<file path="src/hdl/tacs_pkg.sv">
package tacs_pkg;

  localparam int ADDR_W    = 8;
  localparam int DATA_W    = 8;
  localparam int MEM_DEPTH = 256;

  localparam logic [ADDR_W-1:0] OPCODE_SLOT   = 8'd0;
  localparam logic [ADDR_W-1:0] START_RESET   = 8'd1;
  localparam logic [ADDR_W-1:0] CEILING_RESET = 8'd253;

  // item kinds
  localparam logic [1:0] KIND_WRITE   = 2'd0;
  localparam logic [1:0] KIND_READ    = 2'd1;
  localparam logic [1:0] KIND_STEP    = 2'd2;
  localparam logic [1:0] KIND_RESTART = 2'd3;

  // configuration register indexes
  localparam int         CFG_INDEX_W = 1;
  localparam logic [0:0] CFG_START   = 1'b0;
  localparam logic [0:0] CFG_CEILING = 1'b1;

  // opcodes
  localparam logic [DATA_W-1:0] OP_HALT = 8'd0;
  localparam logic [DATA_W-1:0] OP_LDA  = 8'd1;
  localparam logic [DATA_W-1:0] OP_LDB  = 8'd2;
  localparam logic [DATA_W-1:0] OP_ADD  = 8'd3;
  localparam logic [DATA_W-1:0] OP_BEEP = 8'd4;
  localparam logic [DATA_W-1:0] OP_STO  = 8'd5;
  localparam logic [DATA_W-1:0] OP_PRN  = 8'd6;

  // memory port operations
  typedef logic [2:0] mem_op_t;
  localparam mem_op_t MEM_NONE        = 3'd0;
  localparam mem_op_t MEM_CLEAR       = 3'd1;
  localparam mem_op_t MEM_WRITE_ITEM  = 3'd2;
  localparam mem_op_t MEM_READ_ITEM   = 3'd3;
  localparam mem_op_t MEM_READ_PC     = 3'd4;
  localparam mem_op_t MEM_WRITE_SLOT  = 3'd5;
  localparam mem_op_t MEM_WRITE_STORE = 3'd6;
  localparam mem_op_t MEM_READ_IND    = 3'd7;

  // register updates, most of them taken from the memory read data
  typedef logic [2:0] act_t;
  localparam act_t ACT_NONE    = 3'd0;
  localparam act_t ACT_READ    = 3'd1;
  localparam act_t ACT_OPCODE  = 3'd2;
  localparam act_t ACT_IMM     = 3'd3;
  localparam act_t ACT_IND     = 3'd4;
  localparam act_t ACT_RESTART = 3'd5;

  localparam int IN_DATA_W     = 16;
  localparam int OUT_FIELDS_W  = 43;
  localparam int OUT_DATA_W    = 48;

  typedef struct packed {
    logic    load_item;
    mem_op_t mem_op;
    logic    pc_inc;
    act_t    act;
    logic    out_load;
  } cmd_t;

  typedef struct packed {
    logic              halted;
    logic              over_ceiling;
    logic [DATA_W-1:0] op_now;
    logic [DATA_W-1:0] op;
    logic              clear_done;
    logic              out_free;
  } sts_t;

endpackage

</file>
<file path="src/hdl/tiny_accumulator_cpu_step_core.sv">
// channel  | dir | handshake            | payload
// s_       | in  | s_tvalid / s_tready  | s_tuser: kind; s_tdata: address, write_data
// m_       | out | m_tvalid / m_tready  | m_tdata: result fields
// cfg_     | in  | cfg_we               | cfg_addr: register index; cfg_wdata: value
//
// Item length is set by the single memory port: a step fetches the opcode; loads, stores and
// prints then fetch an immediate, a store then writes memory and a print reads it indirectly;
// a halted step, a fetch past the ceiling and a restart go no further than that.
// Reset: a clearing pass writes zero to all 256 memory bytes, one per cycle; s_tready stays
// low until the pass ends. Configuration writes are taken throughout.
// Stalls: the next item is accepted while a result waits in the output register; that item
// holds in its last cycle until m_tready frees the register.
module tiny_accumulator_cpu_step_core (
  input  logic                                 clk,
  input  logic                                 rst,
  input  logic                                 s_tvalid,
  output logic                                 s_tready,
  input  logic [1:0]                           s_tuser,  // [1:0] kind
  input  logic [tacs_pkg::IN_DATA_W-1:0]       s_tdata,  // [7:0] address, [15:8] write_data
  output logic                                 m_tvalid,
  input  logic                                 m_tready,
  // [7:0] read_data, [8] printed, [16:9] print_value, [17] beeped, [18] halted,
  // [26:19] program_counter, [34:27] accumulator, [42:35] operand_register, [47:43] zero
  output logic [tacs_pkg::OUT_DATA_W-1:0]      m_tdata,
  input  logic                                 cfg_we,
  input  logic [tacs_pkg::CFG_INDEX_W-1:0]     cfg_addr,
  input  logic [tacs_pkg::DATA_W-1:0]          cfg_wdata
);

  tacs_pkg::cmd_t cmd;
  tacs_pkg::sts_t sts;

  tacs_ctrl u_ctrl (
    .clk      (clk),
    .rst      (rst),
    .s_tvalid (s_tvalid),
    .s_tready (s_tready),
    .s_kind   (s_tuser),
    .sts      (sts),
    .cmd      (cmd)
  );

  tacs_datapath u_datapath (
    .clk       (clk),
    .rst       (rst),
    .s_data    (s_tdata),
    .cfg_we    (cfg_we),
    .cfg_addr  (cfg_addr),
    .cfg_wdata (cfg_wdata),
    .cmd       (cmd),
    .sts       (sts),
    .m_tvalid  (m_tvalid),
    .m_tready  (m_tready),
    .m_tdata   (m_tdata)
  );

endmodule

</file>
<file path="src/hdl/tacs_ram.sv">
module tacs_ram #(
  parameter int WIDTH = 8,
  parameter int DEPTH = 256
) (
  input  logic                     clk,
  input  logic                     we,
  input  logic [$clog2(DEPTH)-1:0] addr,
  input  logic [WIDTH-1:0]         wdata,
  output logic [WIDTH-1:0]         rdata
);

  logic [WIDTH-1:0] mem [DEPTH];

  always_ff @(posedge clk) begin
    if (we) begin
      mem[addr] <= wdata;
    end
    rdata <= mem[addr];
  end

endmodule

</file>
<file path="src/hdl/tacs_ctrl.sv">
module tacs_ctrl (
  input  logic             clk,
  input  logic             rst,
  input  logic             s_tvalid,
  output logic             s_tready,
  input  logic [1:0]       s_kind,
  input  tacs_pkg::sts_t   sts,
  output tacs_pkg::cmd_t   cmd
);

  localparam logic [3:0] ST_CLEAR  = 4'd0;
  localparam logic [3:0] ST_IDLE   = 4'd1;
  localparam logic [3:0] ST_WRITE  = 4'd2;
  localparam logic [3:0] ST_READ   = 4'd3;
  localparam logic [3:0] ST_RWAIT  = 4'd4;
  localparam logic [3:0] ST_OPC    = 4'd5;
  localparam logic [3:0] ST_IMM    = 4'd6;
  localparam logic [3:0] ST_IMMW   = 4'd7;
  localparam logic [3:0] ST_STORE  = 4'd8;
  localparam logic [3:0] ST_IND    = 4'd9;
  localparam logic [3:0] ST_INDW   = 4'd10;
  localparam logic [3:0] ST_FINISH = 4'd11;

  logic [3:0] state;
  logic [3:0] state_next;
  logic       accept;

  assign s_tready = (state == ST_IDLE);
  assign accept   = s_tvalid && s_tready;

  always_comb begin
    state_next = state;
    cmd        = '0;
    unique case (state)
      ST_CLEAR: begin
        cmd.mem_op = tacs_pkg::MEM_CLEAR;
        if (sts.clear_done) begin
          state_next = ST_IDLE;
        end
      end
      ST_IDLE: begin
        if (accept) begin
          cmd.load_item = 1'b1;
          unique case (s_kind)
            tacs_pkg::KIND_WRITE: state_next = ST_WRITE;
            tacs_pkg::KIND_READ:  state_next = ST_READ;
            tacs_pkg::KIND_RESTART: begin
              cmd.act    = tacs_pkg::ACT_RESTART;
              state_next = ST_FINISH;
            end
            default: begin
              // fetch the opcode right away unless halted
              if (sts.halted) begin
                state_next = ST_FINISH;
              end else begin
                cmd.mem_op = tacs_pkg::MEM_READ_PC;
                cmd.pc_inc = 1'b1;
                state_next = ST_OPC;
              end
            end
          endcase
        end
      end
      ST_WRITE: begin
        cmd.mem_op = tacs_pkg::MEM_WRITE_ITEM;
        state_next = ST_FINISH;
      end
      ST_READ: begin
        cmd.mem_op = tacs_pkg::MEM_READ_ITEM;
        state_next = ST_RWAIT;
      end
      ST_RWAIT: begin
        cmd.act    = tacs_pkg::ACT_READ;
        state_next = ST_FINISH;
      end
      ST_OPC: begin
        cmd.mem_op = tacs_pkg::MEM_WRITE_SLOT;
        cmd.act    = tacs_pkg::ACT_OPCODE;
        if (!sts.over_ceiling &&
            (sts.op_now == tacs_pkg::OP_LDA || sts.op_now == tacs_pkg::OP_LDB ||
             sts.op_now == tacs_pkg::OP_STO || sts.op_now == tacs_pkg::OP_PRN)) begin
          state_next = ST_IMM;
        end else begin
          state_next = ST_FINISH;
        end
      end
      ST_IMM: begin
        cmd.mem_op = tacs_pkg::MEM_READ_PC;
        cmd.pc_inc = 1'b1;
        state_next = ST_IMMW;
      end
      ST_IMMW: begin
        cmd.act = tacs_pkg::ACT_IMM;
        priority if (sts.op == tacs_pkg::OP_STO) begin
          state_next = ST_STORE;
        end else if (sts.op == tacs_pkg::OP_PRN) begin
          state_next = ST_IND;
        end else begin
          state_next = ST_FINISH;
        end
      end
      ST_STORE: begin
        cmd.mem_op = tacs_pkg::MEM_WRITE_STORE;
        state_next = ST_FINISH;
      end
      ST_IND: begin
        cmd.mem_op = tacs_pkg::MEM_READ_IND;
        state_next = ST_INDW;
      end
      ST_INDW: begin
        cmd.act    = tacs_pkg::ACT_IND;
        state_next = ST_FINISH;
      end
      ST_FINISH: begin
        // hold the result until the output register frees up
        if (sts.out_free) begin
          cmd.out_load = 1'b1;
          state_next   = ST_IDLE;
        end
      end
      default: state_next = ST_IDLE;
    endcase
  end

  always_ff @(posedge clk) begin
    if (rst) begin
      state <= ST_CLEAR;
    end else begin
      state <= state_next;
    end
  end

  a_step_fetch: assert property (@(posedge clk) disable iff (rst)
    (accept && s_kind == tacs_pkg::KIND_STEP && !sts.halted) |=> (state == ST_OPC))
    else $error("accepted step did not go to opcode decode");

  a_load_free: assert property (@(posedge clk) disable iff (rst)
    cmd.out_load |-> sts.out_free)
    else $error("result loaded over an untaken result");

  a_store_seq: assert property (@(posedge clk) disable iff (rst)
    (state == ST_OPC && !sts.over_ceiling && sts.op_now == tacs_pkg::OP_STO)
    |=> (state == ST_IMM) ##1 (state == ST_IMMW) ##1 (state == ST_STORE))
    else $error("store opcode sequence broken");

endmodule

</file>
<file path="src/hdl/tacs_datapath.sv">
module tacs_datapath (
  input  logic                                 clk,
  input  logic                                 rst,
  input  logic [tacs_pkg::IN_DATA_W-1:0]       s_data,
  input  logic                                 cfg_we,
  input  logic [tacs_pkg::CFG_INDEX_W-1:0]     cfg_addr,
  input  logic [tacs_pkg::DATA_W-1:0]          cfg_wdata,
  input  tacs_pkg::cmd_t                       cmd,
  output tacs_pkg::sts_t                       sts,
  output logic                                 m_tvalid,
  input  logic                                 m_tready,
  output logic [tacs_pkg::OUT_DATA_W-1:0]      m_tdata
);

  logic [tacs_pkg::ADDR_W-1:0]       item_addr;
  logic [tacs_pkg::DATA_W-1:0]       item_wdata;
  logic [tacs_pkg::ADDR_W-1:0]       start_addr;
  logic [tacs_pkg::ADDR_W-1:0]       ceiling;
  logic [tacs_pkg::ADDR_W-1:0]       pc;
  logic [tacs_pkg::DATA_W-1:0]       reg_a;
  logic [tacs_pkg::DATA_W-1:0]       reg_b;
  logic                              halt;
  logic [tacs_pkg::DATA_W-1:0]       op;
  logic [tacs_pkg::DATA_W-1:0]       read_data;
  logic                              printed;
  logic [tacs_pkg::DATA_W-1:0]       print_value;
  logic                              beeped;
  logic [tacs_pkg::ADDR_W-1:0]       clr_cnt;
  logic [tacs_pkg::OUT_FIELDS_W-1:0] out_fields;

  logic                              ram_we;
  logic [tacs_pkg::ADDR_W-1:0]       ram_addr;
  logic [tacs_pkg::DATA_W-1:0]       ram_wdata;
  logic [tacs_pkg::DATA_W-1:0]       ram_rdata;

  always_comb begin
    ram_we    = 1'b0;
    ram_addr  = pc;
    ram_wdata = ram_rdata;
    unique case (cmd.mem_op)
      tacs_pkg::MEM_CLEAR: begin
        ram_we    = 1'b1;
        ram_addr  = clr_cnt;
        ram_wdata = '0;
      end
      tacs_pkg::MEM_WRITE_ITEM: begin
        ram_we    = 1'b1;
        ram_addr  = item_addr;
        ram_wdata = item_wdata;
      end
      tacs_pkg::MEM_READ_ITEM: ram_addr = item_addr;
      tacs_pkg::MEM_READ_PC:   ram_addr = pc;
      tacs_pkg::MEM_WRITE_SLOT: begin
        // copy the fetched opcode into its slot
        ram_we    = 1'b1;
        ram_addr  = tacs_pkg::OPCODE_SLOT;
        ram_wdata = ram_rdata;
      end
      tacs_pkg::MEM_WRITE_STORE: begin
        ram_we    = 1'b1;
        ram_addr  = reg_b;
        ram_wdata = reg_a;
      end
      tacs_pkg::MEM_READ_IND: ram_addr = reg_b;
      default: ram_addr = pc;
    endcase
  end

  tacs_ram #(
    .WIDTH (tacs_pkg::DATA_W),
    .DEPTH (tacs_pkg::MEM_DEPTH)
  ) u_ram (
    .clk   (clk),
    .we    (ram_we),
    .addr  (ram_addr),
    .wdata (ram_wdata),
    .rdata (ram_rdata)
  );

  always_ff @(posedge clk) begin
    if (rst) begin
      clr_cnt <= '0;
    end else if (cmd.mem_op == tacs_pkg::MEM_CLEAR) begin
      clr_cnt <= clr_cnt + 1'b1;
    end
  end

  always_ff @(posedge clk) begin
    if (rst) begin
      start_addr <= tacs_pkg::START_RESET;
      ceiling    <= tacs_pkg::CEILING_RESET;
    end else if (cfg_we) begin
      unique case (cfg_addr)
        tacs_pkg::CFG_START:   start_addr <= cfg_wdata;
        tacs_pkg::CFG_CEILING: ceiling    <= cfg_wdata;
        default: ;
      endcase
    end
  end

  always_ff @(posedge clk) begin
    if (cmd.load_item) begin
      item_addr  <= s_data[tacs_pkg::ADDR_W-1:0];
      item_wdata <= s_data[tacs_pkg::IN_DATA_W-1:tacs_pkg::ADDR_W];
    end
  end

  always_ff @(posedge clk) begin
    if (rst) begin
      pc          <= tacs_pkg::START_RESET;
      reg_a       <= '0;
      reg_b       <= '0;
      halt        <= 1'b0;
      op          <= '0;
      read_data   <= '0;
      printed     <= 1'b0;
      print_value <= '0;
      beeped      <= 1'b0;
    end else begin
      if (cmd.load_item) begin
        read_data   <= '0;
        printed     <= 1'b0;
        print_value <= '0;
        beeped      <= 1'b0;
      end
      if (cmd.pc_inc) begin
        pc <= pc + 1'b1;
      end
      unique case (cmd.act)
        tacs_pkg::ACT_READ: read_data <= ram_rdata;
        tacs_pkg::ACT_OPCODE: begin
          op <= ram_rdata;
          if (sts.over_ceiling) begin
            halt <= 1'b1;
          end else begin
            priority case (ram_rdata)
              tacs_pkg::OP_HALT: halt   <= 1'b1;
              tacs_pkg::OP_ADD:  reg_a  <= reg_a + reg_b;
              tacs_pkg::OP_BEEP: beeped <= 1'b1;
              default: ;
            endcase
          end
        end
        tacs_pkg::ACT_IMM: begin
          if (op == tacs_pkg::OP_LDA) begin
            reg_a <= ram_rdata;
          end else begin
            reg_b <= ram_rdata;
          end
        end
        tacs_pkg::ACT_IND: begin
          reg_a       <= ram_rdata;
          printed     <= 1'b1;
          print_value <= ram_rdata;
        end
        tacs_pkg::ACT_RESTART: begin
          halt <= 1'b0;
          pc   <= start_addr;
        end
        default: ;
      endcase
    end
  end

  // output register
  always_ff @(posedge clk) begin
    if (rst) begin
      m_tvalid <= 1'b0;
    end else if (cmd.out_load) begin
      m_tvalid <= 1'b1;
    end else if (m_tready) begin
      m_tvalid <= 1'b0;
    end
  end

  always_ff @(posedge clk) begin
    if (cmd.out_load) begin
      out_fields <= {reg_b, reg_a, pc, halt, beeped, print_value, printed, read_data};
    end
  end

  assign m_tdata = {{(tacs_pkg::OUT_DATA_W - tacs_pkg::OUT_FIELDS_W){1'b0}}, out_fields};

  assign sts.halted       = halt;
  assign sts.over_ceiling = (pc > ceiling);
  assign sts.op_now       = ram_rdata;
  assign sts.op           = op;
  assign sts.clear_done   = (clr_cnt == tacs_pkg::ADDR_W'(tacs_pkg::MEM_DEPTH - 1));
  assign sts.out_free     = !m_tvalid || m_tready;

endmodule

</file>
<file path="config.mk">
export PLATFORM = sky130hd
export DESIGN_NAME = tiny_accumulator_cpu_step_core
export DESIGN_NICKNAME = d
export VERILOG_FILES = /design/src/hdl/tacs_pkg.sv /design/src/hdl/tiny_accumulator_cpu_step_core.sv /design/src/hdl/tacs_ram.sv /design/src/hdl/tacs_ctrl.sv /design/src/hdl/tacs_datapath.sv
export SDC_FILE = /design/constraint.sdc
export NUM_CORES = 2
export LEC_CHECK = 0
export ABC_CLOCK_PERIOD_IN_PS = 9500
export CORE_UTILIZATION = 24
export DETAILED_ROUTE_END_ITERATION = 8
export DONT_BUFFER_PORTS = 1
export HOLD_SLACK_MARGIN = 0.02
export PLACE_DENSITY = 0.45
export SLEW_MARGIN = 5
export SYNTH_ARGS = -nofsm -noshare
export SYNTH_HDL_FRONTEND = slang
export SYNTH_SLANG_ARGS = --single-unit
export TNS_END_PERCENT = 1
</file>
<file path="constraint.sdc">
create_clock -name clk -period 9.5 [get_ports clk]
set_clock_uncertainty 0.15 [all_clocks]
set_input_delay 1.9 -clock clk [delete_from_list [all_inputs] [get_ports clk]]
set_output_delay 1.9 -clock clk [all_outputs]
set_load 0.03 [all_outputs]
</file>
==> run_results.csv <==
group,metric,value,unit
clock_tree,root_buffer,"clkbuf_16",
timing,tightest_slew,1.36,ns
clock_tree,cts.path.max_buffers,4,
die,rows,222,
logic_synthesis,async_flop_share,0,%
finish,nNetsFinal,6585,
critical_path,ff2ff_path_depth,19,
logic_synthesis,mappedNetlistArea,88400,um^2
timing,fmax,126,MHz
power_and_ir_drop,swShare,23.0,%
finish,seq_area,65000,um^2
timing,maxSlewHeadroom,9.39,%
logic_synthesis,syn_area_per_cell,13.4,um^2
routing,firstDrtPassIters,6,
run,drv_cap,0,
critical_path,critical_path_class,"flop to flop",
routing,wirelength,303,mm
finish,top_regs,"u_datapath.u_ram.mem: 2048 flops, u_datapath.out_fields: 43 flops",
clock_tree,cts_resized,0,
die,fp.dieH,609,um
logic_synthesis,synth_top_area_share,71.6,%
logic_synthesis,yosys_warnings,0,
power_and_ir_drop,p_seq_share,50.4,%
logic_synthesis,ys_types,85,
grt,grt_start_max_net_pins,182,
finish,fillerInstances,37200,
logic_synthesis,synth-edff-count,2107,
critical_path,cp.arrival,8.52,ns
timing,rsz0062_at_grt,"no",
timing,slew_viol_final,0,
critical_path,r2r_slack,1.56,ns
finish,largest_reg_flops,2048,
power_and_ir_drop,p_int,16.1,mW
logic_synthesis,ys_top_cells_by_area,"edfxtp_1, nand2_1, nand3_1",
routing,vias_per_cell,4.93,
logic_synthesis,ys_seq_area_share,73.6,%
placed_design,gp_congestion,0.853,
finish,area_growth_syn_to_layout,14.9,%
clock_tree,postCtsSetupRepairBufs,0,
grt,antenna_found_initial,8,
run_status,outcome,"completed",
power_and_ir_drop,p_leak,31.9,nW
grt,grt-ovfl-total,0,
logic_synthesis,yosys.area.top_type,"edfxtp_1",
grt,grt_pass1_wl,428,mm
timing,whs,0.278,ns
die,core-area,366000,um^2
power_and_ir_drop,p_clk_share,44.1,%
routing,num_vias,56900,
power_and_ir_drop,p_sw,4.80,mW
logic_synthesis,syn_inst,6608,
critical_path,startpoint_type,"flop",
routing,drt_first_iter_violations,6889,
timing,finalCriticalPeriod,7.94,ns
clock_tree,cts_sinks,2195,
routing,wl_per_cell,26.3,um
finish,drive_gt1_share,8.18,%
grt,gr-usage-all-layers,15.7,%
clock_tree,cts_tree,"done",
logic_synthesis,synthTopCellsByCount,"edfxtp_1, nand2_1, nand3_1, nor2_1, a21oi_1",
die,die_w,609,um
clock_tree,cts_made_buffers,236,
critical_path,rr_endpoint,"u_datapath.u_ram.rdata[4]",
die,ios,82,
critical_path,crit_end,"u_datapath.u_ram.rdata[4]",
logic_synthesis,synth_top_flop_cell,"edfxtp_1",
finish,n_antenna_cell,0,
critical_path,worst_ep_required_time,10.08,ns
finish,multi_input_area,21400,um^2
power_and_ir_drop,pwr-share-comb,5.5,%
clock_tree,htreeDepth,4,
timing,fin_setup_tns,0,ns
die,dieArea,371000,um^2
grt,grt_pass1_vias,55300,
clock_tree,clock_insertion_delay_worst_skew,0.91,ns
timing,setup_viol_count_final,0,
timing,finalHoldViolations,0,
critical_path,rr_startpoint,"u_ctrl.state[2]",
power_and_ir_drop,peakVddDrop,0.166,mV
routing,drc,0,
logic_synthesis,synth-seq-cells,2195,
timing,period_share,83.6,%
critical_path,end_kind,"flop",
logic_synthesis,synth.most_common_cell,"edfxtp_1",
finish,top_register,"u_datapath.u_ram.mem",
routing,ant_nets,0,
min_path,min_path_type,"flop to flop",
clock_tree,cts_hold_buffers,0,
placed_design,hpwl,186,mm
placed_design,portBuffers,0,
die,start_util,24.1,%
critical_path,cp_max_fo,100,
clock_tree,cts.clk_slew.worst_paths,0.07,ns
critical_path,crit_start,"u_ctrl.state[2]",
power_and_ir_drop,power_density,205,nW/um^2
## worst min path at each step
stage,startpoint,endpoint,slack (ns),cells after the start
3_5_place_dp,u_datapath.read_data[4],u_datapath.out_fields[4],0.27,0
4_1_cts,u_datapath.print_value[1],u_datapath.out_fields[10],0.28,0
5_1_grt,u_datapath.print_value[1],u_datapath.out_fields[10],0.29,0
3_3_place_gp,u_datapath.read_data[7],u_datapath.out_fields[7],0.27,0
6_report,u_datapath.print_value[1],u_datapath.out_fields[10],0.28,0
2_1_floorplan,u_datapath.read_data[0],u_datapath.out_fields[0],0.26,0
## worst max-delay path, stage by stage (launching register included)
cell	delay (ns)
dfxtp_1	0.66
nor2b_1	0.16
nor3b_1	0.28
nor3_1	0.10
a31o_2	0.28
inv_1	0.11
ha_1	0.72
o21ba_2	0.27
nand2_1	0.10
o211ai_4	0.10
buf_12	0.34
nand2_4	0.71
buf_4	0.49
nor3_4	0.68
buf_4	0.32
a32oi_1	0.18
a22oi_1	0.39
o221ai_1	0.35
nor4_1	0.90
nand4_1	0.16
## per-layer routing
metal,GRT usage (%),up-vias,wire [um]
met5,0,-,17
met4,4.79,4,9590
met3,2.68,452,21300
met2,24.5,2289,136000
met1,22.3,29400,135000
li1,-,24700,-
## logic make-up (layout without fill, tap and decap cells)
family          count (synthesis)  after routing  share of synthesized area, %
xor+xnor                       19             19                         0.197
flops                        2195           2195                          73.6
fa+ha+maj                      23             23                         0.334
other cells                     1              5                       0.00424
buf+inv                       488            587                          2.48
compound gates               1023           1023                          7.99
mux                           200            200                          2.27
simple gates                 2659           2659                          13.1
## layout make-up
cell class | count | share of cell area (%)
flip-flops and latches | 2195 | 64.0
multi-input cells | 3929 | 21.1
clock buffers | 285 | 6.04
well taps | 4816 | 5.93
repair buffers | 143 | 1.41
clock inverters | 134 | 1.41
inverters | 25 | 0.0924
## through the flow
stage	setup slack, ns	area [um^2]	total power, mW	util (%)	instances
2_1_floorplan	1.78	88400	11.4	-	6612
3_3_place_gp	1.72	94000	11.9	25.7	11100
3_5_place_dp	1.72	94000	11.9	25.7	11100
4_1_cts	1.78	102000	21.0	27.7	11500
5_1_grt	1.35	102000	21.4	27.7	11500
6_report	1.56	102000	20.9	27.7	11500
## power by group through the flow
stage / Clock, mW / Sequential, mW / Combinational, mW
2_1_floorplan: 0 / 10.7 / 0.725
3_3_place_gp: 0 / 10.7 / 1.15
3_5_place_dp: 0 / 10.7 / 1.15
4_1_cts: 9.35 / 10.5 / 1.15
5_1_grt: 9.68 / 10.5 / 1.22
6_report: 9.20 / 10.5 / 1.15
## cells in the final DEF (no fill, tap or decap), types with 23 or more instances in the layout
| cell | Yosys | final |
|---|---|---|
| nand3_1 | 420 | 420 |
| a22oi_1 | 121 | 121 |
| nand2_1 | 1462 | 1455 |
| a31oi_1 | 90 | 90 |
| nor2_1 | 358 | 354 |
| nor4_1 | 33 | 33 |
| edfxtp_1 | 2107 | 2107 |
| nand4_1 | 135 | 135 |
| a21oi_1 | 309 | 307 |
| clkinv_1 | 1 | 39 |
| o211ai_1 | 23 | 23 |
| dfxtp_1 | 88 | 88 |
| a311oi_1 | 45 | 45 |
| a221oi_1 | 52 | 52 |
| nor3_1 | 40 | 38 |
| inv_1 | 24 | 24 |
| a32oi_1 | 101 | 100 |
| clkbuf_1 | 196 | 45 |
| bufinv_16 | 0 | 26 |
| a211oi_1 | 75 | 75 |
| mux2i_1 | 198 | 197 |
| and3_1 | 130 | 130 |
| clkbuf_16 | 0 | 236 |
| buf_4 | 24 | 114 |
| clkinv_2 | 0 | 46 |
| buf_12 | 0 | 29 |
| o21ai_0 | 58 | 56 |
Note: power is estimated with default switching activity, not from simulation.
